**src/hdl/lis_pkg.sv**
```systemverilog
package lis_pkg;

  localparam int CHANS     = 4;
  localparam int PIX_W     = 8;
  localparam int DIM_W     = 9;
  localparam int STEP_W    = 24;
  localparam int CH_W      = 3;
  localparam int CFG_IDX_W = 3;
  localparam int CFG_DAT_W = 24;
  localparam int POS_W     = 32;
  localparam int ACC_W     = 48;
  localparam int WT_W      = 16;
  localparam int PROD_W    = 32;
  localparam int Q_BITS    = 9;

  localparam longint unsigned ONE_Q30 = 64'd1 << 30;
  localparam longint unsigned PI_Q30  = 64'd3373259426;

  typedef enum logic [CFG_IDX_W-1:0] {
    REG_SRC_WIDTH  = 3'd0,
    REG_SRC_HEIGHT = 3'd1,
    REG_DST_WIDTH  = 3'd2,
    REG_DST_HEIGHT = 3'd3,
    REG_STEP_X     = 3'd4,
    REG_STEP_Y     = 3'd5,
    REG_CHANNELS   = 3'd6
  } cfg_reg_t;

  typedef logic [PIX_W-1:0] pix_t;
  typedef logic signed [ACC_W-1:0] acc_t;

  typedef struct packed {
    logic        neg;
    logic [63:0] mag;
  } smag_t;

  // Shift-and-subtract quotient, evaluated only while the kernel table is built.
  function automatic longint unsigned udiv(longint unsigned n, longint unsigned d);
    logic [64:0]     r;
    longint unsigned q;
    r = '0;
    q = '0;
    for (int i = 63; i >= 0; i--) begin
      r = {r[63:0], n[i]};
      if (r >= {1'b0, d}) begin
        r    = r - {1'b0, d};
        q[i] = 1'b1;
      end
    end
    return q;
  endfunction

  function automatic smag_t sin_pi_mag(longint unsigned n, longint unsigned den);
    longint unsigned k, f, g, x, x2, t;
    smag_t r;
    k = udiv(n, den);
    f = n - k * den;
    g = (2 * f <= den) ? f : den - f;
    x = udiv(PI_Q30 * g, den);
    x2 = (x * x) >> 30;
    t = ONE_Q30;
    t = ONE_Q30 - udiv((x2 * t) >> 30, 64'd72);
    t = ONE_Q30 - udiv((x2 * t) >> 30, 64'd42);
    t = ONE_Q30 - udiv((x2 * t) >> 30, 64'd20);
    t = ONE_Q30 - udiv((x2 * t) >> 30, 64'd6);
    r.neg = k[0];
    r.mag = (x * t) >> 30;
    return r;
  endfunction

  function automatic smag_t sinc_mag(longint unsigned n, longint unsigned den);
    smag_t s;
    smag_t r;
    longint unsigned xf;
    r.neg = 1'b0;
    r.mag = ONE_Q30;
    if (n != 0) begin
      s = sin_pi_mag(n, den);
      r.neg = s.neg;
      xf = udiv(PI_Q30 * n, den);
      if (xf != 0) begin
        r.mag = udiv(s.mag << 30, xf);
      end
    end
    return r;
  endfunction

  function automatic logic signed [WT_W-1:0] lanczos_q14(longint unsigned p,
                                                        longint unsigned phases,
                                                        longint unsigned radius);
    smag_t a;
    smag_t b;
    longint unsigned m, q;
    logic signed [WT_W-1:0] w;
    w = '0;
    if (p < radius * phases) begin
      a = sinc_mag(p, phases);
      b = sinc_mag(p, phases * radius);
      m = (a.mag * b.mag) >> 30;
      q = (m + 64'd32768) >> 16;
      w = (a.neg != b.neg) ? -WT_W'(q) : WT_W'(q);
    end
    return w;
  endfunction

endpackage

```
**src/hdl/lis_divider.sv**
```systemverilog
module lis_divider
  import lis_pkg::*;
(
  input  logic clk,
  input  logic rst,
  input  logic start,
  input  acc_t num [CHANS],
  input  acc_t den,
  output logic done,
  output pix_t quot [CHANS]
);

  localparam int CW = $clog2(Q_BITS + 1);

  acc_t             rem [CHANS];
  logic [Q_BITS-1:0] qb [CHANS];
  acc_t             dsh;
  logic [CW-1:0]    cnt;
  logic             busy;

  always_ff @(posedge clk) begin
    if (rst) begin
      busy <= 1'b0;
      done <= 1'b0;
      cnt  <= '0;
    end else begin
      done <= 1'b0;
      if (start) begin
        busy <= 1'b1;
        cnt  <= CW'(Q_BITS);
        dsh  <= den <<< (Q_BITS - 1);
        for (int c = 0; c < CHANS; c++) begin
          rem[c] <= (num[c] > 0) ? num[c] : '0;
          qb[c]  <= '0;
        end
      end else if (busy) begin
        for (int c = 0; c < CHANS; c++) begin
          if (rem[c] >= dsh) begin
            rem[c] <= rem[c] - dsh;
            qb[c]  <= {qb[c][Q_BITS-2:0], 1'b1};
          end else begin
            qb[c]  <= {qb[c][Q_BITS-2:0], 1'b0};
          end
        end
        dsh <= dsh >>> 1;
        cnt <= cnt - CW'(1);
        if (cnt == CW'(1)) begin
          busy <= 1'b0;
          done <= 1'b1;
        end
      end
    end
  end

  always_comb begin
    for (int c = 0; c < CHANS; c++) begin
      quot[c] = qb[c][Q_BITS-1] ? '1 : qb[c][PIX_W-1:0];
    end
  end

endmodule

```
**config.mk**
```make
export PLATFORM = sky130hd
export DESIGN_NAME = lis_divider
export DESIGN_NICKNAME = d
export VERILOG_FILES = /design/src/hdl/lis_pkg.sv /design/src/hdl/lis_divider.sv
export SDC_FILE = /design/constraint.sdc
export NUM_CORES = 1
export LEC_CHECK = 0
export BUFFER_PORTS_ARGS = -buffer_cell sky130_fd_sc_hd__buf_2
export CAP_MARGIN = 30
export CORE_UTILIZATION = 65
export CTS_BUF_LIST = sky130_fd_sc_hd__clkbuf_8 sky130_fd_sc_hd__clkbuf_16
export CTS_CLUSTER_DIAMETER = 40
export DETAILED_ROUTE_END_ITERATION = 12
export GPL_TIMING_DRIVEN = 0
export PLACE_DENSITY = 0.88
export SLEW_MARGIN = 20
export SYNTH_ARGS = -nofsm -noshare
export SYNTH_HDL_FRONTEND = slang
export SYNTH_SLANG_ARGS = --single-unit
```
**constraint.sdc**
```tcl
create_clock -name clk -period 8.6 [get_ports clk]
set_input_delay 2.15 -clock clk [delete_from_list [all_inputs] [get_ports clk]]
set_output_delay 2.15 -clock clk [all_outputs]
set_load 0.01 [all_outputs]
```
; Yosys cells after proc, flatten, opt, wreduce, memory -nomap -nowiden
; Memory sizes are Yosys's and may differ from the RTL's.
; Cells that the tools add are included.
[word_totals]
mem_bits_rw = 228
output_inout_bits = 33
input_bits = 243
wordCells = 113
n_memories = 2
regBits = 54
[classes]
n_bitwise = 14
n_mux = 71
reduce_logical = 5
order_cmp = 8
n_addsub = 5
eq_ne = 1
[memory_table]
columns = memory, depth, word_bits, rd, rd_clocked_by_memory_dff, wr, line_no
row1 = rem, 4, 48, 4, 0, 4, lis_divider.sv:15  ; acc_t rem [CHANS];
row2 = qb, 4, 9, 4, 0, 4, lis_divider.sv:16  ; logic [Q_BITS-1:0] qb [CHANS];
[ops]
columns = cell, n
row1 = $mux 48, 9
row2 = $ge 48x48->1, 4
row3 = $gt 48x1->1 const B, 4
row4 = $sub 48x48->48, 4
row5 = $mux 9, 8
row6 = $mux 1, 47
row7 = $mux 47, 1
row8 = $mux 8, 4
row9 = $or 1x1->1, 12
row10 = $mux 4, 2
row11 = $eq 4x1->1 const B, 1
row12 = $reduce_and 2->1, 2
row13 = $sub 4x1->4 const B, 1
row14 = $reduce_or 3->1, 1
row15 = $not 1->1, 2
row16 = $reduce_bool 2->1, 1
row17 = $reduce_or 2->1, 1

; Logic depth before layout (Yosys ltp)
; An unclocked memory read counts as a cell.
[depth]
ltp_word = 9
mapped_depth = 16
depth_no_buf = 14

; Least setup slack after synthesis
; OpenSTA, ideal clock, no wires.
[synth_path]
kind = input-to-reg
startpoint = input port start
endpoint = register dsh[0], enable pin
path_buffers = 1
setup_time_ns = 0.452
arrival_ns = 4.510
slack_ns = 3.639
required_ns = 8.148
path_stages = 3
cell_sequence = clkbuf_1 nor2_1 nor2_1
[synth_between]
elab_chain_len = 2
[synth_lines]
columns = element, line_no
row1 = "start, declared", lis_divider.sv:6  ; input logic start,
row2 = $reduce_bool 2->1 (no line), -
row3 = $reduce_and 2->1 (no line), -
row4 = "end signal, assigned", lis_divider.sv:31  ; dsh <= den <<< (Q_BITS - 1);
row5 = "end signal, assigned", lis_divider.sv:45  ; dsh <= dsh >>> 1;
row6 = "end, declared", lis_divider.sv:17  ; acc_t dsh;
; No other way between the ends.
; A chain may end at the register's enable or synchronous reset.

==> qor.csv <==
metric,value,unit
Clk Tree Root Cell,clkbuf_16,
most frequent cell after synthesis,edfxtp_1,
highest clock rate,0.1849,GHz
vias in the first global route,21610,
kind of critical path,input pin to flip-flop,
largest net degree at the start of global routing,49,
CTS tree,built,
reg2reg setup slack,3.73,ns
final worst-path cycle share,0.6289,
total track usage,0.4317,
Die Span Y,191.6,um
Leak Pwr,11.50,nW
Post-Synthesis Cell Area,23370,sq um
hold_buf cts,0,
most repeated library cell on the critical path,buf_2,
Initial Util,0.6586,
CP endpoint kind,flip-flop,
GPL Wtd Cong,1.012,
post-CTS setup buffers,0,
I/O Buffers,267,
# rows,69,
status,"complete, no violations",
area of the die,36710,sq um
Syn Inst Count,2642,
crit-path max cell delay,0.89,ns
Final ANT Viol Nets,0,
end of the critical path,rem[2][19],
Top-Level Pins,276,
Met2 Wirelength,34180,um
via/cell ratio,6.807,
worst-path fanout max,48,
initial antenna violation count,2,
dpl cells,3371,
"top cells by count, synth","edfxtp_1, o21ai_0, nand2_1",
RSZ-0062 raised after global routing,no,
total number of vias,23640,
worst reg-to-reg path cell count,12,
Synth area leader,edfxtp_1,
worst skew pair latency,0.61,ns
sequential cell area,8408,sq um
metal3 WL,9414,um
P per Cell Area,195.6,nW/um^2
reg2reg end,rem[2][45],
slew margin rel.,0.2701,
WL/cell,23.30,um
crit path launch,start,
Core Area,35480,sq um
Worst Setup Start Kind,input pin,
Max Cap Viol,0,
DR pass1 iterations,6,
DR top layer,met4,
Final Hold Violating Endpoints,0,
Yosys cell types,103,
cts bufs inserted,53,
endpoints failing setup,0,
"Seq/Total Area, Yosys",0.3598,
Met1 Wirelength,31800,um
Syn-to-layout area delta,16.26,%
final std cells w/o fill,3473,
dpl hpwl,58550,um
slowest CP cell,nor3b_1,
Die Span X,191.6,um
syn_area_per_cell,8.845,sq um
Worst Max-Slew Pin Slew,1.092,ns
Total Nets Final,3406,
Clock transition at path regs,0.06,ns
shortest period the worst path allows,5.409,ns
skew final,0.01887,ns
final wirelength,80930,um
Hold Path Class,flip-flop to flip-flop,
layout cell share with drive strength beyond 1,0.1658,
# clock sinks,282,
yosys warns,0,
Max IR drop VDD,0.2406,mV
setup TNS,0,ns
count of state elements after synthesis,282,
largest cells by area after synthesis,"edfxtp_1, ha_1, o21ai_0",
"Data required, critical path",8.83,ns
critical path cell sequence,buf_2 > nor3b_1 > clkbuf_1 > a21boi_0 > o21ai_2 > buf_2 > buf_2 > nand2_4,
initial drt markers,3184,
Clock H-tree levels,2,
first-pass GRT wire length,119600,um
"Net Count, Synth",3083,
max-slew violations,0,
total design power,5.313,mW
r2r startpoint,dsh[1],
multi-input logic area,13890,sq um
asr flop ratio synth,0,
worst endpoint data arrival time,5.64,ns
Congestion Overflow GR,0,
clock buffer depth,3,
number of synthesized flops with an enable pin,276,
top cell type's share of synthesized area,0.3547,
PostCTS Resize Cnt,0,
"Core Util, Final",0.7657,
Hold Worst Slack,0.5335,ns
Synth Flop Type,edfxtp_1,
Fillers,2574,
DRC viols,0,
## layer usage
metal / vias up / track usage
li1: 10590 / -
met4: 0 / 0.2613
met3: 323 / 0.08259
met5: - / 0
met2: 1628 / 0.6441
met1: 11100 / 0.5806
## final cells by class
cell class | count | share of cell area
Multi-Input combinational cell | 2113 | 0.5111
Tap cell | 461 | 0.02123
Timing Repair Buffer | 268 | 0.04992
Clock buffer | 54 | 0.04932
Buffer | 135 | 0.02538
Inverter | 112 | 0.01552
Antenna cell | 2 | 0.0001842
Clock inverter | 46 | 0.01782
Sequential cell | 282 | 0.3095
## sequential cells by signal (all words and copies together), names as in the netlist
signal  flops
cnt         4
rem       192
busy        1
done        1
dsh        48
qb         36
## report_power, final
| part | switching (mW) | internal, mW | leakage (nW) |
|---|---|---|---|
| Combinational | 0.928 | 0.554 | 7.88 |
| Sequential | 0.0362 | 1.63 | 2.73 |
| Clock | 0.847 | 1.32 | 0.890 |
## cells by family after synthesis
group / Yosys count / share of synthesized area
buf+inv: 247 / 0.04755
fa+ha+maj: 198 / 0.1073
xor+xnor: 163 / 0.06109
compound gates: 838 / 0.2254
flops: 282 / 0.3598
mux: 13 / 0.005568
simple gates: 901 / 0.1933
## how the worst min path moves through the flow
stage	startpoint	to	slack [ns]	depth (start not counted)
3_3_place_gp	cnt[1]	cnt[1]	0.49	2
3_5_place_dp	cnt[1]	cnt[1]	0.51	2
2_1_floorplan	cnt[1]	cnt[1]	0.48	2
6_report	cnt[1]	cnt[1]	0.53	2
5_1_grt	cnt[1]	cnt[1]	0.57	2
4_1_cts	cnt[1]	cnt[1]	0.52	2
## cell usage in the layout (no fill, tap or decap), types with 38 or more instances in the layout
master	instances
a21o_1	109
a21oi_1	192
and2_1	41
buf_2	289
clkbuf_1	82
clkbuf_16	53
edfxtp_1	276
ha_1	194
inv_1	115
nand2_1	231
nand3_1	192
nand4_1	56
nor2_1	134
nor3_1	38
nor4_1	55
o21ai_0	275
or2_2	38
xnor2_1	95
xor2_1	68
## metrics by stage
stage / instance area, sq um / setup slack, ns
after floorplan: 23370 / 3.639
after global placement: 25280 / 1.672
after detailed placement: 25340 / 2.700
after CTS: 27160 / 3.313
after global routing: 27170 / 3.189
final: 27170 / 3.191
## worst max-delay path, delay by kind of cell
family	cells	cell delay (ns)
and+or+nand+nor	2	1.45
buffers and inverters	4	1.43
AOI/OAI and AO/OA	2	0.58
Note: power is estimated with default switching activity, not from simulation.
